===== src/hw/rtl/lfd_pkg.sv =====
package lfd_pkg;

    localparam int LFD_BYTE_W  = 8;
    localparam int LFD_LIMIT_W = 9;
    localparam int LFD_CFG_IDX_W = 2;
    localparam int LFD_CFG_DATA_W = 9;

    // Longest strip the design supports; the frame length never exceeds it
    // nor the 256 positions the 8-bit pixel index can name.
    localparam int LFD_MAX_LEDS = 256;
    localparam logic [LFD_LIMIT_W-1:0] LFD_FRAME_CAP =
        LFD_LIMIT_W'((LFD_MAX_LEDS < 256) ? LFD_MAX_LEDS : 256);

    // Header bytes
    localparam logic [LFD_BYTE_W-1:0] MAGIC_UPPER_A = 8'h41; // 'A'
    localparam logic [LFD_BYTE_W-1:0] MAGIC_LOWER_D = 8'h64; // 'd'
    localparam logic [LFD_BYTE_W-1:0] MAGIC_LOWER_A = 8'h61; // 'a'
    localparam logic [LFD_BYTE_W-1:0] CHECK_XOR     = 8'h55;

    // Configuration register indexes
    localparam logic [LFD_CFG_IDX_W-1:0] CFG_COLOR_ORDER = 2'd0;
    localparam logic [LFD_CFG_IDX_W-1:0] CFG_LED_COUNT   = 2'd1;

    localparam logic [LFD_CFG_DATA_W-1:0] LED_COUNT_RESET = 9'd38;

    // Color order codes; anything else passes through
    localparam logic [2:0] CO_PASS    = 3'd0;
    localparam logic [2:0] CO_SWAP_GB = 3'd1;
    localparam logic [2:0] CO_SWAP_RG = 3'd2;
    localparam logic [2:0] CO_ROTATE  = 3'd3;

    typedef enum logic [2:0] {
        PH_HUNT = 3'd0,
        PH_D    = 3'd1,
        PH_A2   = 3'd2,
        PH_HI   = 3'd3,
        PH_LO   = 3'd4,
        PH_CHK  = 3'd5,
        PH_PIX  = 3'd6
    } t_phase;

    typedef struct packed {
        logic [7:0] pixel_index;
        logic [7:0] red;
        logic [7:0] green;
        logic [7:0] blue;
        logic       frame_end;
    } t_pixel;

endpackage


===== src/hw/rtl/lfd_byte_if.sv =====
interface lfd_byte_if;
    logic       valid;
    logic       ready;
    logic [7:0] data_byte;

    modport source (output valid, output data_byte, input ready);
    modport sink   (input valid, input data_byte, output ready);
endinterface


===== src/hw/rtl/lfd_pix_if.sv =====
interface lfd_pix_if;
    logic       valid;
    logic       ready;
    logic [7:0] pixel_index;
    logic [7:0] red;
    logic [7:0] green;
    logic [7:0] blue;
    logic       frame_end;

    modport source (output valid, output pixel_index, output red, output green,
                    output blue, output frame_end, input ready);
    modport sink   (input valid, input pixel_index, input red, input green,
                    input blue, input frame_end, output ready);
endinterface


===== src/hw/rtl/lfd_cfg_if.sv =====
interface lfd_cfg_if;
    logic       valid;
    logic       ready;
    logic [1:0] index;
    logic [8:0] data;

    modport source (output valid, output index, output data, input ready);
    modport sink   (input valid, input index, input data, output ready);
endinterface


===== src/hw/rtl/lfd_parser.sv =====
module lfd_parser
    import lfd_pkg::*;
(
    input  logic                   i_clk,
    input  logic                   i_rst_n,
    input  logic                   i_accept,
    input  logic [LFD_BYTE_W-1:0]  i_byte,
    input  logic [2:0]             i_color_order,
    input  logic [LFD_LIMIT_W-1:0] i_frame_limit,
    output logic                   o_pix_valid,
    output t_pixel                 o_pix
);

    t_phase                r_phase, n_phase;
    logic [LFD_BYTE_W-1:0] r_count_high, n_count_high;
    logic [LFD_BYTE_W-1:0] r_count_low, n_count_low;
    logic [7:0]            r_pixel_counter, n_pixel_counter;
    logic [1:0]            r_byte_in_pixel, n_byte_in_pixel;
    logic [LFD_BYTE_W-1:0] r_held_first, n_held_first;
    logic [LFD_BYTE_W-1:0] r_held_second, n_held_second;

    logic [LFD_LIMIT_W-1:0] next_count;
    logic                   last_pixel;

    always_ff @(posedge i_clk) begin
        if (!i_rst_n) begin
            r_phase         <= PH_HUNT;
            r_count_high    <= '0;
            r_count_low     <= '0;
            r_pixel_counter <= '0;
            r_byte_in_pixel <= '0;
            r_held_first    <= '0;
            r_held_second   <= '0;
        end else begin
            r_phase         <= n_phase;
            r_count_high    <= n_count_high;
            r_count_low     <= n_count_low;
            r_pixel_counter <= n_pixel_counter;
            r_byte_in_pixel <= n_byte_in_pixel;
            r_held_first    <= n_held_first;
            r_held_second   <= n_held_second;
        end
    end

    assign next_count = {1'b0, r_pixel_counter} + LFD_LIMIT_W'(1);
    assign last_pixel = (next_count >= i_frame_limit);

    // Color reorder of the current triple
    always_comb begin
        o_pix.pixel_index = r_pixel_counter;
        o_pix.frame_end   = last_pixel;
        case (i_color_order)
            CO_SWAP_GB: begin
                o_pix.red   = r_held_first;
                o_pix.green = i_byte;
                o_pix.blue  = r_held_second;
            end
            CO_SWAP_RG: begin
                o_pix.red   = r_held_second;
                o_pix.green = r_held_first;
                o_pix.blue  = i_byte;
            end
            CO_ROTATE: begin
                o_pix.red   = r_held_second;
                o_pix.green = i_byte;
                o_pix.blue  = r_held_first;
            end
            default: begin
                o_pix.red   = r_held_first;
                o_pix.green = r_held_second;
                o_pix.blue  = i_byte;
            end
        endcase
    end

    always_comb begin
        n_phase         = r_phase;
        n_count_high    = r_count_high;
        n_count_low     = r_count_low;
        n_pixel_counter = r_pixel_counter;
        n_byte_in_pixel = r_byte_in_pixel;
        n_held_first    = r_held_first;
        n_held_second   = r_held_second;
        o_pix_valid     = 1'b0;

        if (i_accept) begin
            case (r_phase)
                PH_HUNT: begin
                    n_phase = (i_byte == MAGIC_UPPER_A) ? PH_D : PH_HUNT;
                end
                PH_D: begin
                    if (i_byte == MAGIC_LOWER_D)      n_phase = PH_A2;
                    else if (i_byte == MAGIC_UPPER_A) n_phase = PH_D;
                    else                              n_phase = PH_HUNT;
                end
                PH_A2: begin
                    if (i_byte == MAGIC_LOWER_A)      n_phase = PH_HI;
                    else if (i_byte == MAGIC_UPPER_A) n_phase = PH_D;
                    else                              n_phase = PH_HUNT;
                end
                PH_HI: begin
                    n_count_high = i_byte;
                    n_phase      = PH_LO;
                end
                PH_LO: begin
                    n_count_low = i_byte;
                    n_phase     = PH_CHK;
                end
                PH_CHK: begin
                    if ((i_byte == (r_count_high ^ r_count_low ^ CHECK_XOR)) &&
                        (i_frame_limit != '0)) begin
                        n_phase         = PH_PIX;
                        n_pixel_counter = '0;
                        n_byte_in_pixel = '0;
                    end else begin
                        n_phase = PH_HUNT;
                    end
                end
                PH_PIX: begin
                    case (r_byte_in_pixel)
                        2'd0: begin
                            n_held_first    = i_byte;
                            n_byte_in_pixel = 2'd1;
                        end
                        2'd1: begin
                            n_held_second   = i_byte;
                            n_byte_in_pixel = 2'd2;
                        end
                        default: begin
                            o_pix_valid     = 1'b1;
                            n_byte_in_pixel = 2'd0;
                            if (last_pixel) begin
                                n_phase         = PH_HUNT;
                                n_pixel_counter = '0;
                            end else begin
                                n_pixel_counter = next_count[7:0];
                            end
                        end
                    endcase
                end
                default: begin
                    n_phase = PH_HUNT;
                end
            endcase
        end
    end

`ifndef ASSERT_OFF
    a_bip_range: assert property (@(posedge i_clk) disable iff (!i_rst_n)
        r_byte_in_pixel != 2'd3)
        else $error("byte_in_pixel reached an unused code");

    a_last_hunts: assert property (@(posedge i_clk) disable iff (!i_rst_n)
        (o_pix_valid && o_pix.frame_end) |=> (r_phase == PH_HUNT))
        else $error("frame end did not return to hunting");

    a_index_steps: assert property (@(posedge i_clk) disable iff (!i_rst_n)
        (o_pix_valid && !o_pix.frame_end) |=>
            (r_pixel_counter == $past(r_pixel_counter) + 8'd1))
        else $error("pixel index did not advance by one");
`endif

endmodule


===== src/hw/rtl/led_frame_header_pixel_decoder.sv =====
// LED frame decoder.
// i_byte  : serial bytes in, one request per byte. Framing is the magic word
//           'A','d','a', count high, count low, check (high ^ low ^ 0x55),
//           then R,G,B triples.
// o_pix   : one request per completed triple: pixel index, reordered color,
//           and frame_end on the last pixel of the frame.
// i_cfg   : register writes, index 0 color_order, index 1 led_count. Always
//           ready; write only while no pixel is pending.
// Frame length is min(led_count, 256); a count of zero drops the frame.
// Output: a pixel is shown on o_pix in the cycle after its third color byte
//          is accepted.
// Throughput: one byte per cycle unless o_pix stalls. The parser state is
//          updated as a byte is taken; pixels land in one output register.
// Stall: while o_pix holds an untaken pixel, i_byte stays ready only in the
//          cycle that pixel is taken; bytes that make no pixel wait as well.
// Reset (i_rst_n low, synchronous): parser hunts for 'A', output empty,
//          color_order = 0, led_count = 38.
module led_frame_header_pixel_decoder
    import lfd_pkg::*;
(
    input  logic       i_clk,
    input  logic       i_rst_n,
    lfd_byte_if.sink   i_byte,
    lfd_pix_if.source  o_pix,
    lfd_cfg_if.sink    i_cfg
);

    logic [2:0]                r_color_order;
    logic [LFD_CFG_DATA_W-1:0] r_led_count;
    logic [LFD_LIMIT_W-1:0]    frame_limit;

    logic   byte_accept;
    logic   pix_valid;
    t_pixel pix;

    logic   r_out_valid, n_out_valid;
    t_pixel r_out;

    // Config port: never back-pressures.
    assign i_cfg.ready = 1'b1;

    always_ff @(posedge i_clk) begin
        if (!i_rst_n) begin
            r_color_order <= CO_PASS;
            r_led_count   <= LED_COUNT_RESET;
        end else if (i_cfg.valid) begin
            case (i_cfg.index)
                CFG_COLOR_ORDER: r_color_order <= i_cfg.data[2:0];
                CFG_LED_COUNT:   r_led_count   <= i_cfg.data;
                default: ;
            endcase
        end
    end

    // Clamp the programmed count to what the strip index can address
    assign frame_limit = (r_led_count > LFD_FRAME_CAP) ? LFD_FRAME_CAP : r_led_count;

    // Take a byte whenever the output slot is free or drains this cycle
    assign i_byte.ready = !r_out_valid || o_pix.ready;
    assign byte_accept  = i_byte.valid && i_byte.ready;

    lfd_parser u_parser (
        .i_clk         (i_clk),
        .i_rst_n       (i_rst_n),
        .i_accept      (byte_accept),
        .i_byte        (i_byte.data_byte),
        .i_color_order (r_color_order),
        .i_frame_limit (frame_limit),
        .o_pix_valid   (pix_valid),
        .o_pix         (pix)
    );

    // Output register
    always_comb begin
        n_out_valid = r_out_valid;
        if (byte_accept && pix_valid) begin
            n_out_valid = 1'b1;
        end else if (o_pix.ready) begin
            n_out_valid = 1'b0;
        end
    end

    always_ff @(posedge i_clk) begin
        if (!i_rst_n) begin
            r_out_valid <= 1'b0;
        end else begin
            r_out_valid <= n_out_valid;
        end
    end

    always_ff @(posedge i_clk) begin
        if (byte_accept && pix_valid) begin
            r_out <= pix;
        end
    end

    assign o_pix.valid       = r_out_valid;
    assign o_pix.pixel_index = r_out.pixel_index;
    assign o_pix.red         = r_out.red;
    assign o_pix.green       = r_out.green;
    assign o_pix.blue        = r_out.blue;
    assign o_pix.frame_end   = r_out.frame_end;

`ifndef ASSERT_OFF
    a_pix_lands: assert property (@(posedge i_clk) disable iff (!i_rst_n)
        (byte_accept && pix_valid) |=> r_out_valid)
        else $error("generated pixel was not registered");

    a_empty_ready: assert property (@(posedge i_clk) disable iff (!i_rst_n)
        !r_out_valid |-> i_byte.ready)
        else $error("input stalled with an empty output slot");

    a_no_overwrite: assert property (@(posedge i_clk) disable iff (!i_rst_n)
        (r_out_valid && !o_pix.ready) |-> !byte_accept)
        else $error("byte taken while a pixel is stalled");
`endif

endmodule


===== src/flat_wrapper.sv =====
// flat-port wrapper written by rule: the top's interface ports become plain ports
module led_frame_header_pixel_decoder_flat import lfd_pkg::*;
  (i_clk, i_rst_n, i_byte_valid, i_byte_data_byte, i_byte_ready, o_pix_valid, o_pix_pixel_index, o_pix_red, o_pix_green, o_pix_blue, o_pix_frame_end, o_pix_ready, i_cfg_valid, i_cfg_index, i_cfg_data, i_cfg_ready);
  lfd_byte_if i_byte_i ();
  lfd_pix_if o_pix_i ();
  lfd_cfg_if i_cfg_i ();
  input  logic i_clk;
  input  logic i_rst_n;
  input wire logic [$bits(i_byte_i.valid)-1:0] i_byte_valid;
  input wire logic [$bits(i_byte_i.data_byte)-1:0] i_byte_data_byte;
  output wire logic [$bits(i_byte_i.ready)-1:0] i_byte_ready;
  output wire logic [$bits(o_pix_i.valid)-1:0] o_pix_valid;
  output wire logic [$bits(o_pix_i.pixel_index)-1:0] o_pix_pixel_index;
  output wire logic [$bits(o_pix_i.red)-1:0] o_pix_red;
  output wire logic [$bits(o_pix_i.green)-1:0] o_pix_green;
  output wire logic [$bits(o_pix_i.blue)-1:0] o_pix_blue;
  output wire logic [$bits(o_pix_i.frame_end)-1:0] o_pix_frame_end;
  input wire logic [$bits(o_pix_i.ready)-1:0] o_pix_ready;
  input wire logic [$bits(i_cfg_i.valid)-1:0] i_cfg_valid;
  input wire logic [$bits(i_cfg_i.index)-1:0] i_cfg_index;
  input wire logic [$bits(i_cfg_i.data)-1:0] i_cfg_data;
  output wire logic [$bits(i_cfg_i.ready)-1:0] i_cfg_ready;
  assign i_byte_i.valid = i_byte_valid;
  assign i_byte_i.data_byte = i_byte_data_byte;
  assign i_byte_ready = i_byte_i.ready;
  assign o_pix_valid = o_pix_i.valid;
  assign o_pix_pixel_index = o_pix_i.pixel_index;
  assign o_pix_red = o_pix_i.red;
  assign o_pix_green = o_pix_i.green;
  assign o_pix_blue = o_pix_i.blue;
  assign o_pix_frame_end = o_pix_i.frame_end;
  assign o_pix_i.ready = o_pix_ready;
  assign i_cfg_i.valid = i_cfg_valid;
  assign i_cfg_i.index = i_cfg_index;
  assign i_cfg_i.data = i_cfg_data;
  assign i_cfg_ready = i_cfg_i.ready;
  led_frame_header_pixel_decoder u_core (.i_clk(i_clk), .i_rst_n(i_rst_n), .i_byte(i_byte_i), .o_pix(o_pix_i), .i_cfg(i_cfg_i));
endmodule

===== config.mk =====
export PLATFORM = sky130hd
export DESIGN_NAME = led_frame_header_pixel_decoder_flat
export DESIGN_NICKNAME = d
export VERILOG_FILES = /design/src/hw/rtl/lfd_pkg.sv /design/src/hw/rtl/lfd_byte_if.sv /design/src/hw/rtl/lfd_pix_if.sv /design/src/hw/rtl/lfd_cfg_if.sv /design/src/hw/rtl/lfd_parser.sv /design/src/hw/rtl/led_frame_header_pixel_decoder.sv /design/src/flat_wrapper.sv
export SDC_FILE = /design/constraint.sdc
export NUM_CORES = 1
export LEC_CHECK = 0
export ABC_AREA = 1
export BUFFER_PORTS_ARGS = -buffer_cell sky130_fd_sc_hd__buf_2
export CAP_MARGIN = 20
export CORE_ASPECT_RATIO = 2
export CORE_MARGIN = 4
export CORE_UTILIZATION = 55
export CTS_CLUSTER_SIZE = 12
export DETAILED_ROUTE_END_ITERATION = 12
export GPL_ROUTABILITY_DRIVEN = 1
export PLACE_DENSITY = 0.83
export SETUP_SLACK_MARGIN = 0.05
export SYNTH_ARGS = -nofsm -noshare
export SYNTH_HDL_FRONTEND = slang
export SYNTH_SLANG_ARGS = --single-unit

===== constraint.sdc =====
create_clock -name i_clk -period 8.25 [get_ports i_clk]
set_input_delay 1.65 -clock i_clk [delete_from_list [all_inputs] [get_ports i_clk]]
set_output_delay 1.65 -clock i_clk [all_outputs]
set_load 0.02 [all_outputs]

==> results of run 1 <==
==> registers in the layout (all words and copies together) (netlist names) <==
name	flops
u_core.u_parser.r_held_second	8
u_core.u_parser.r_phase	3
u_core.r_led_count	9
u_core.o_pix.valid	1
u_core.u_parser.r_count_low	8
u_core.o_pix.green	8
u_core.o_pix.pixel_index	8
u_core.u_parser.r_count_high	8
u_core.o_pix.frame_end	1
u_core.o_pix.blue	8
u_core.o_pix.red	8
u_core.r_color_order	3
u_core.u_parser.r_held_first	8
u_core.u_parser.r_byte_in_pixel	2
u_core.u_parser.r_pixel_counter	8
==> worst max path at each step <==
stage                      startpoint                             end  slack, ns  depth (start not counted)
after floorplan           o_pix_ready  u_core.o_pix.blue[0]$_DFFE_PP_       4.33                          4
after global placement    o_pix_ready                    i_byte_ready       4.49                          4
after detailed placement  o_pix_ready                    i_byte_ready       4.49                          4
after CTS                 o_pix_ready                    i_byte_ready       4.49                          4
after global routing      o_pix_ready                    i_byte_ready       4.46                          4
final                     o_pix_ready                    i_byte_ready       4.49                          4
==> area by class of cell <==
class	instances	area share
clock buffers	12	0.0476
clock inverters	4	0.00554
inverters	76	0.0579
multi-input cells	363	0.374
flip-flops and latches	91	0.433
well taps	94	0.0237
repair buffers	58	0.0584
==> cells by family after synthesis <==
logic type      share of synthesized area
fa+ha+maj                          0.0286
buf+inv                            0.0836
other cells                      0.000858
compound gates                      0.153
xor+xnor                           0.0100
flops                               0.493
simple gates                        0.231
==> metal layers <==
metal	GRT usage	up-vias	routed length [um]
li1	-	1915	-
met1	0.222	1808	3570
met2	0.434	155	5870
met3	0.0353	56	539
met4	0.152	0	591
met5	0	-	0
==> metrics by stage <==
step | power (uW) | util | area, sq um
global route | 910 | 0.649 | 4970
detailed placement | 525 | 0.615 | 4710
global placement | 524 | 0.615 | 4710
finish | 882 | 0.649 | 4970
CTS | 888 | 0.649 | 4970
floorplan | 508 | - | 4370
==> cells in the final DEF, fill, tap and decap left out, types with 2 or more instances in the layout <==
| cell | count |
|---|---|
| o21ai_1 | 2 |
| nor2_4 | 4 |
| xor2_1 | 5 |
| nand3_1 | 29 |
| nor2_1 | 45 |
| inv_2 | 5 |
| clkinvlp_4 | 3 |
| inv_1 | 67 |
| ha_1 | 10 |
| a21oi_1 | 48 |
| o221ai_1 | 16 |
| dfxtp_1 | 58 |
| buf_2 | 58 |
| o21ai_0 | 52 |
| nand4_1 | 6 |
| nor2_2 | 4 |
| clkbuf_1 | 3 |
| a21oi_2 | 2 |
| nor3_1 | 8 |
| clkbuf_16 | 9 |
| nand2_2 | 9 |
| clkinv_1 | 3 |
| nand2_1 | 115 |
| nand2_4 | 2 |
| edfxtp_1 | 33 |
==> where the power goes <==
part,switching (uW),leakage (uW),internal (uW)
sequential,2.02,0.000776,466
clock,162,0.000115,203
combinational,33.8,0.00117,14.4
total,198,0.00206,684
==> metrics.yaml, run 1 <==
synth:
  syn-instance-count: 543
  synth_seq_cells: 91
  postSynthAreaPerCell_sq_um: 8.05
  ys_seq_area_frac: 0.493
  synth-edff-count: 33
  netlist_area_sq_um: 4370
  synth_nets: 577
  synth_most_common_cell: "nand2_1"
  yosysTopAreaCell: "dfxtp_1"
  async_flop_share: 0
  synth_common_cells: "nand2_1, inv_1, dfxtp_1, o21ai_0, a21oi_1"
  yosysWarnings: 0
  synth.top_cell.area_share: 0.266
  synth_area_leaders: "dfxtp_1, edfxtp_1, nand2_1"
  ys_types: 32
  synth_ff_type: "dfxtp_1"
route:
  drc: 0
  finalWirelength_um: 10600
  wire_per_inst_um: 15.1
  drt.antenna.violating_nets: 0
  dr.pass1.iters: 5
  via_per_inst: 5.64
  vias: 3934
  drt_iter0_drc: 353
worst_setup_path:
  worst_r2r_path_depth: 16
  crit_path_max_incr_delay_ns: 0.16
  crit_buf_inv: 3
  r2r_slack_ns: 5.01
  cp_slowest_cell: "buf_2"
  cp.arrival_ns: 2.11
  cp-end-kind: "output port"
  path_class: "input pin to output port"
  path_delay_family: "buffers and inverters"
  cp-start-kind: "input pin"
  cp_max_fo: 2
  timing.rr.start: "u_core.u_parser.r_pixel_counter[0]$_SDFFE_PN0P_"
  path_cells: "buf_2 > nor2_1 > inv_1 > buf_2"
  r2r_end: "u_core.u_parser.r_phase[2]$_SDFFE_PN0P_"
  worst-endpoint-required_ns: 6.60
  path_common_cell: "buf_2"
floorplan:
  die_w_um: 71.0
  core_area_sq_um: 7660
  io_pins: 60
  row_count: 45
  dieArea_sq_um: 9520
  initial_core_util: 0.571
  die_y_um: 134
finish:
  seq_area_sq_um: 2150
  stdcell_count: 698
  nNetsFinal: 633
  syn2layout_area_growth_pct: 13.8
  fill_cells: 653
  antenna-diode-count: 0
  multi_input_area_sq_um: 1860
  drive_gt1_frac: 0.167
power:
  power_per_cell_area_nw_per_um2: 177
  p_leak_uw: 0.00206
  vdd_drop_max_v: 0.000143
placed_design:
  io_buffer_count: 58
  hpwlAfterDp_um: 7830
  place_ws_ns: 4.49
  dp.cells: 682
  gp_congestion: 0.839
min_path:
  min_path_type: "flop to flop"
  hp-start: "u_core.u_parser.r_pixel_counter[6]$_SDFFE_PN0P_"
  whs_path_depth: 0
  min_to: "u_core.o_pix.pixel_index[6]$_DFFE_PP_"
timing:
  rsz0062_at_grt: "false"
  fin_crit_ns: 3.76
  tightest_slew_ns: 0.982
  timing.hold.ws_ns: 0.437
  finalClockSkew_ns: 0.00961
  layout_setup_ws_ns: 4.49
  maxSlewViolCount: 0
  fin_tns_setup_ns: 0
  period_share: 0.455
  hold_viol_final: 0
  setup_viol: 0
  maxSlewHeadroom: 0.344
  max_freq_mhz: 266
run_status:
  status: "completed"
flow_run:
  maxCapViolCount: 0
cts:
  cts-root-buf: "clkbuf_16"
  holdBufCountCts: 0
  cts_resized: 0
  clkTransAtPathRegs_ns: 0.06
  worstSkewPairLatency_ns: 0.34
  postCtsSetupRepairBufs: 0
  htreeDepth: 3
  clock-sinks: 91
  cts_tree: "built"
  cts_buffers: 9
  cts.path.max_buffers: 2
grt:
  grt_max_degree: 51
  grt_first_pass_wirelength_um: 17300
  antenna_found_initial: 0
  grt_pass1_vias: 3918
  gr-total-overflow: 0
  groute.usage.overall: 0.230
Note: power is estimated with default switching activity, not from simulation.
==> run 2, diff against run 1 <==
- CORE_UTILIZATION: 55 -> 52
- PLACE_DENSITY: 0.83 -> 0.82
- clock period: 8.25 -> 3.3 ns (I/O delays scaled with it)
==> run 2 against run 1 <==
Against the previous run:
- critical path depth is 13 higher
- largest cell class unchanged
- highest routed layer unchanged
- critical path type is now flop to flop
- sequential cell count stayed put
- sequential share of layout area is 0.29 points lower
- first-iteration DRC count is 33% lower
- hold slack better by 0.018 ns
- clock skew is 0.0011 ns lower
- combinational power grew to 2.5 times the previous value
- clock-buffer cell count is 2 higher
==> metrics.yaml, run 2 (synthesis gave the netlist of run 1 again) <==
timing:
  fin_tns_setup_ns: 0  # unchanged
  rsz0062_at_grt: "false"
  period_share: 0.857
  hold_viol_final: 0  # unchanged
  maxSlewHeadroom: 0.320  # -0.0246
  max_freq_mhz: 353
  fin_crit_ns: 2.83
  maxSlewViolCount: 0  # unchanged
  tightest_slew_ns: 1.02  # +0.0354 ns
  setup_viol: 0  # unchanged
  finalClockSkew_ns: 0.00852  # -0.00109 ns
cts:
  cts_resized: 0  # unchanged
  postCtsSetupRepairBufs: 0  # unchanged
  cts_buffers: 9  # unchanged
  clock-sinks: 91  # unchanged
  cts-root-buf: "clkbuf_16"
  holdBufCountCts: 0  # unchanged
  cts_tree: "built"
  clkTransAtPathRegs_ns: 0.06  # about the same
  worstSkewPairLatency_ns: 0.34  # about the same
  htreeDepth: 3  # unchanged
  cts.path.max_buffers: 2  # unchanged
placed_design:
  io_buffer_count: 58  # unchanged
  gp_congestion: 0.912  # +8.7%
  hpwlAfterDp_um: 8160  # +4.2%
  dp.cells: 690  # +1.2%
floorplan:
  core_area_sq_um: 8230  # +7.5%
  io_pins: 60  # unchanged
  die_y_um: 138  # +2.7%
  initial_core_util: 0.531  # -0.0399
  dieArea_sq_um: 10000  # +5.3%
  row_count: 47  # +4.4%
  die_w_um: 72.8  # +2.5%
flow_run:
  maxCapViolCount: 0  # unchanged
power:
  seqPwrFrac: 0.528  # -0.003
  combPwrFrac: 0.055  # about the same
  finalPower_uw: 2220  # +150%
  vdd_drop_max_v: 0.000248  # +74%
  pwr-share-clk: 0.417  # +0.002
  p_switching_uw: 484  # +140%
  p_leak_uw: 0.00209  # +1.5%
  p_int_uw: 1730  # +150%
  switching_share: 0.218  # -0.00640
  power_per_cell_area_nw_per_um2: 443  # +150%
worst_setup_path:
  cp-start-kind: "flop"
  cp_max_fo: 6  # +4
  cp.arrival_ns: 3.09  # +0.98 ns
  worst_r2r_path_depth: 17  # +1
  timing.rr.start: "u_core.u_parser.r_pixel_counter[0]$_SDFFE_PN0P_"
  cp-end-kind: "flop"
  r2r_end: "u_core.u_parser.r_phase[1]$_SDFFE_PN0P_"
  worst-endpoint-required_ns: 3.56  # -3.04 ns
  r2r_slack_ns: 0.47  # -4.54 ns
  path_class: "flop to flop"
finish:
  largest_reg_flops: 9  # unchanged
  top_register: "u_core.r_led_count"
  antenna-diode-count: 0  # unchanged
  final_common_cell: "nand2_1"
  drive_gt1_frac: 0.171  # +0.00383
  nNetsFinal: 637  # +0.63%
  stdcell_count: 706  # +1.1%
  final_cell_mix: "nand2_1, inv_1, buf_2, dfxtp_1, o21ai_0"
  syn2layout_area_growth_pct: 14.5
route:
  wire_per_inst_um: 14.9  # -1.7%
  drc: 0  # unchanged
  drt.antenna.violating_nets: 0  # unchanged
  vias: 3921  # -0.33%
  finalWirelength_um: 10500  # -0.59%
  drt_iter0_drc: 237  # -33%
  dr.pass1.iters: 6  # +1
  via_per_inst: 5.55  # -1.5%
grt:
  groute.usage.overall: 0.219  # -0.0111
  gr-total-overflow: 0  # unchanged
  grt_first_pass_wirelength_um: 16800  # -2.7%
  grt_max_degree: 35  # -31%
  antenna_found_initial: 0  # unchanged
  grt_pass1_vias: 3656  # -6.7%
min_path:
  whs_path_depth: 0  # unchanged
  hp-start: "u_core.u_parser.r_pixel_counter[6]$_SDFFE_PN0P_"
  min_path_type: "flop to flop"
  min_to: "u_core.o_pix.pixel_index[6]$_DFFE_PP_"
run_status:
  status: "completed"
==> run 2: layer usage <==
| metal | wire [um] | GRT usage | share of wire | vias up |
|---|---|---|---|---|
| met3 | 534 | 0.0394 | 0.051 | 42 |
| met2 | 5680 | 0.397 | 0.54 | 139 |
| li1 | - | - | - | 1932 |
| met5 | 0 | 0 | 0 | - |
| met1 | 3810 | 0.225 | 0.36 | 1808 |
| met4 | 479 | 0.136 | 0.046 | 0 |
==> run 2: power by group through the flow <==
stage          combinational [uW]  clock (uW)  sequential [uW]
2_1_floorplan                75.9           0             1190
3_3_place_gp                  116           0             1190
3_5_place_dp                  119           0             1200
4_1_cts                       120         944             1170
5_1_grt                       135         990             1170
6_report                      121         926             1170
==> run 2: worst max path at each step <==
stage / start / endpoint / cells past startpoint
after global routing: u_core.u_parser.r_pixel_counter[0]$_SDFFE_PN0P_ / u_core.u_parser.r_phase[0]$_SDFFE_PN0P_ / 14
after detailed placement: u_core.u_parser.r_pixel_counter[0]$_SDFFE_PN0P_ / u_core.u_parser.r_phase[1]$_SDFFE_PN0P_ / 17
after floorplan: o_pix_ready / u_core.o_pix.blue[0]$_DFFE_PP_ / 4
final: u_core.u_parser.r_pixel_counter[0]$_SDFFE_PN0P_ / u_core.u_parser.r_phase[1]$_SDFFE_PN0P_ / 17
after global placement: u_core.u_parser.r_pixel_counter[0]$_SDFFE_PN0P_ / u_core.u_parser.r_phase[1]$_SDFFE_PN0P_ / 17
after CTS: u_core.u_parser.r_pixel_counter[0]$_SDFFE_PN0P_ / u_core.u_parser.r_phase[1]$_SDFFE_PN0P_ / 17
==> run 2: worst max-delay path, stage by stage, from the launching register on <==
cell and delay, ns:
dfxtp_1 0.40, inv_1 0.08, nor3_1 0.45, nand3_1 0.16, xor2_1 0.22, inv_1 0.07, ha_1 0.27, nand2_1 0.05
inv_1 0.05, nand2_1 0.06, o21ai_0 0.16, nor2_1 0.06, buf_4 0.15, nand3_1 0.15, nand2_1 0.14, nor2_1 0.12
nand2_1 0.06, a21oi_1 0.12
==> run 2: area by class of cell <==
type	instances	area, sq um
clock buffers	14	254
clock inverters	2	13.8
fillers	736	3230
inverters	76	288
multi-input cells	363	1850
flip-flops and latches	91	2150
well taps	98	123
repair buffers	62	320
==> run 2: stage by stage <==
stage / setup WS, ns / util / cell area (sq um) / hold WS [ns]
2_1_floorplan: 0.373 / - / 4370 / 0.408
3_3_place_gp: 0.650 / 0.575 / 4740 / 0.451
3_5_place_dp: 0.514 / 0.575 / 4740 / 0.444
4_1_cts: 0.495 / 0.608 / 5000 / 0.457
5_1_grt: 0.133 / 0.608 / 5000 / 0.467
6_report: 0.470 / 0.608 / 5000 / 0.455
==> run 3, diff against run 2 <==
- ABC_AREA: 1 -> unset
- CAP_MARGIN: 20 -> 0
==> run 3 against run 2 <==
Against the previous run:
- combinational power is essentially flat
- first-iteration DRC count shrank 2.5%
- clock skew shrank 0.0023 ns
- register-to-register slack lost 0.18 ns
- critical endpoint is now u_core.u_parser.r_pixel_counter[0]$_SDFFE_PN0P_
- largest cell class unchanged
==> metrics.yaml, run 3 <==
min_path:
  min_path_type: "flop to flop"
  hp-start: "u_core.u_parser.r_pixel_counter[7]$_SDFFE_PN0P_"
worst_setup_path:
  cp-start-kind: "flop"
  worst-endpoint-required_ns: 3.57  # about the same
  path_cells: "ha_1 > and3_1 > and3_1 > xor2_1 > ha_1 > a21o_1 > a221oi_1 > o21ai_1 > or3_1 > a21oi_1"
  crit_path_max_incr_delay_ns: 0.46  # about the same
  cp_slowest_cell: "dfxtp_1"
  crit_start: "u_core.u_parser.r_pixel_counter[0]$_SDFFE_PN0P_"
  crit_buf_inv: 0  # -4
  path_class: "flop to flop"
  path_delay_family: "compound AO/OA/AOI/OAI gates"
  cp_max_fo: 7  # +1
  cp.arrival_ns: 3.28  # +0.19 ns
  cp-end-kind: "flop"
  timing.rr.start: "u_core.u_parser.r_pixel_counter[0]$_SDFFE_PN0P_"
floorplan:
  die_w_um: 72.8  # about the same
  row_count: 47  # unchanged
  core_area_sq_um: 8230  # unchanged
  die_y_um: 138  # about the same
  io_pins: 60  # unchanged
  initial_core_util: 0.530  # -0.000608
  dieArea_sq_um: 10000  # about the same
synth:
  postSynthAreaPerCell_sq_um: 10.6  # +32%
  synth_ff_type: "dfxtp_1"
  netlist_area_sq_um: 4360  # -0.11%
  synth_nets: 445  # -23%
  yosysTopAreaCell: "dfxtp_1"
  synth_common_cells: "dfxtp_1, nor2_1, mux2i_1, edfxtp_1, nand2_1"
  syn-instance-count: 411  # -24%
  yosysWarnings: 0  # unchanged
  synth_area_leaders: "dfxtp_1, edfxtp_1, mux2i_1"
  ys_seq_area_frac: 0.493  # +0.000565
  synth.top_cell.area_share: 0.266  # +0.000305
  ys_types: 56  # +75%
  async_flop_share: 0  # unchanged
  synth_most_common_cell: "dfxtp_1"
  synth-edff-count: 33  # unchanged
  synth_seq_cells: 91  # unchanged
finish:
  top_register: "u_core.r_led_count"
  multi_input_area_sq_um: 2030  # +9.6%
  nNetsFinal: 494  # -22%
  largest_reg_flops: 9  # unchanged
  fin_util: 0.607  # -0.000760
  fill_cells: 678  # -7.9%
  seq_area_sq_um: 2150  # unchanged
  fin_area_sq_um: 5000  # -0.13%
  syn2layout_area_growth_pct: 14.5  # about the same
  drive_gt1_frac: 0.213  # +0.0419
  final_cell_mix: "buf_2, dfxtp_1, nor2_1, mux2i_1, edfxtp_1"
timing:
  tightest_slew_ns: 0.723  # -0.294 ns
  setup_viol: 0  # unchanged
  maxSlewHeadroom: 0.517  # +0.198
  maxSlewViolCount: 0  # unchanged
  finalClockSkew_ns: 0.00620  # -0.00232 ns
  fin_crit_ns: 3.01  # +0.180 ns
  layout_setup_ws_ns: 0.290  # -0.180 ns
  hold_viol_final: 0  # unchanged
  fin_tns_setup_ns: 0  # unchanged
  rsz0062_at_grt: "false"
  max_freq_mhz: 332  # -6.0%
  period_share: 0.912  # +0.0545
cts:
  cts_buffers: 9  # unchanged
  cts_tree: "built"
  htreeDepth: 3  # unchanged
  worstSkewPairLatency_ns: 0.34  # about the same
  clock-sinks: 91  # unchanged
  clkTransAtPathRegs_ns: 0.06  # about the same
  cts-root-buf: "clkbuf_16"
  cts.path.max_buffers: 2  # unchanged
grt:
  groute.usage.overall: 0.201  # -0.0180
  antenna_found_initial: 1  # +1
  grt_pass1_vias: 3242  # -11%
  grt_max_degree: 25  # -29%
  gr-total-overflow: 0  # unchanged
  grt_first_pass_wirelength_um: 15300  # -9.0%
placed_design:
  place_area_sq_um: 4680  # -1.1%
  io_buffer_count: 58  # unchanged
  hpwlAfterDp_um: 6970  # -15%
  gp_congestion: 0.877  # -3.8%
  place_ws_ns: 0.343  # -0.171 ns
route:
  drt.antenna.violating_nets: 0  # unchanged
  wire_per_inst_um: 17.0  # +14%
  drc: 0  # unchanged
  via_per_inst: 5.74  # +3.4%
  finalWirelength_um: 9560  # -9.0%
  dr.pass1.iters: 4  # -2
  drt_iter0_drc: 231  # -2.5%
  vias: 3240  # -17%
power:
  p_leak_uw: 0.00219  # +4.5%
  power_per_cell_area_nw_per_um2: 467  # +5.3%
  vdd_drop_max_v: 0.000297  # +19%
run_status:
  status: "completed"
flow_run:
  maxCapViolCount: 0  # unchanged
-- run 3: changes by cell type in the layout (fill, tap and decap cells not counted), moves of 13 or more --
cell,delta
nand2_1,-89
o221ai_1,-16
a21oi_1,-26
nand3_1,-22
o21ai_0,-28
inv_1,-62
nor2b_1,+13
mux2i_1,+44
-- run 3: path summary, 6_finish.rpt --
kind | end | slack [ns] | depth (start not counted)
worst min register to register | u_core.u_parser.r_pixel_counter[7]$_SDFFE_PN0P_ | 0.52 | 2
worst min-delay path | u_core.u_parser.r_pixel_counter[7]$_SDFFE_PN0P_ | 0.52 | 2
worst max register to register | u_core.u_parser.r_pixel_counter[0]$_SDFFE_PN0P_ | 0.29 | 10
worst max-delay path | u_core.u_parser.r_pixel_counter[0]$_SDFFE_PN0P_ | 0.29 | 10
-- run 3: kinds of logic (layout without fill, tap and decap cells) --
logic type | after synthesis | count (layout) | synth area share
simple gates | 132 | 132 | 0.147
flops | 91 | 91 | 0.493
compound gates | 76 | 76 | 0.112
mux | 52 | 52 | 0.122
buf+inv | 34 | 88 | 0.0427
xor+xnor | 15 | 15 | 0.0539
fa+ha+maj | 10 | 10 | 0.0287
other cells | 1 | 2 | 0.000859
-- run 3: layout make-up --
cell class	count	share of cell area
clock inverter	5	0.0123
clock buffer	11	0.0486
inverter	6	0.00451
multi-input combinational	286	0.407
sequential	91	0.431
antenna	1	0.000501
tap	98	0.0245
timing repair buffer	66	0.0726
-- run 3: worst reg2reg max path, delay by kind of cell, from the launching register on --
kind | cells | cell delay, ns
AND/OR/NAND/NOR | 3 | 0.80
AO/OA/AOI/OAI | 4 | 0.93
adder cells (fa/ha/maj) | 2 | 0.56
XOR/XNOR | 1 | 0.19
flip-flops | 1 | 0.46
-- run 3: power by group --
part	switching (uW)	leakage [uW]	internal, uW
sequential	13.0	0.000777	1170
clock	423	0.000150	612
combinational	68.1	0.00126	52.9
total	504	0.00219	1830
-- run 3: layer usage --
layer  track usage  wire length (um)  part of all wire
met5             0                 0                 0
met4         0.116               342             0.036
met3        0.0438               290             0.030
met2         0.386              5640              0.59
met1         0.185              3290              0.34
-- run 3: repair_timing --
item	CTS	global route
hold buffers	0	0
resized for setup	0	0
setup buffers	0	1
endpoints found under the setup margin	0	2
-- run 3: stage by stage --
step                      std cells  hold WS, ns  total power, uW
after floorplan                 411        0.465             1290
after global placement          546        0.482             1320
after detailed placement        546        0.499             1320
after CTS                       562        0.520             2350
after global routing            564        0.538             2400
final                           564        0.516             2330
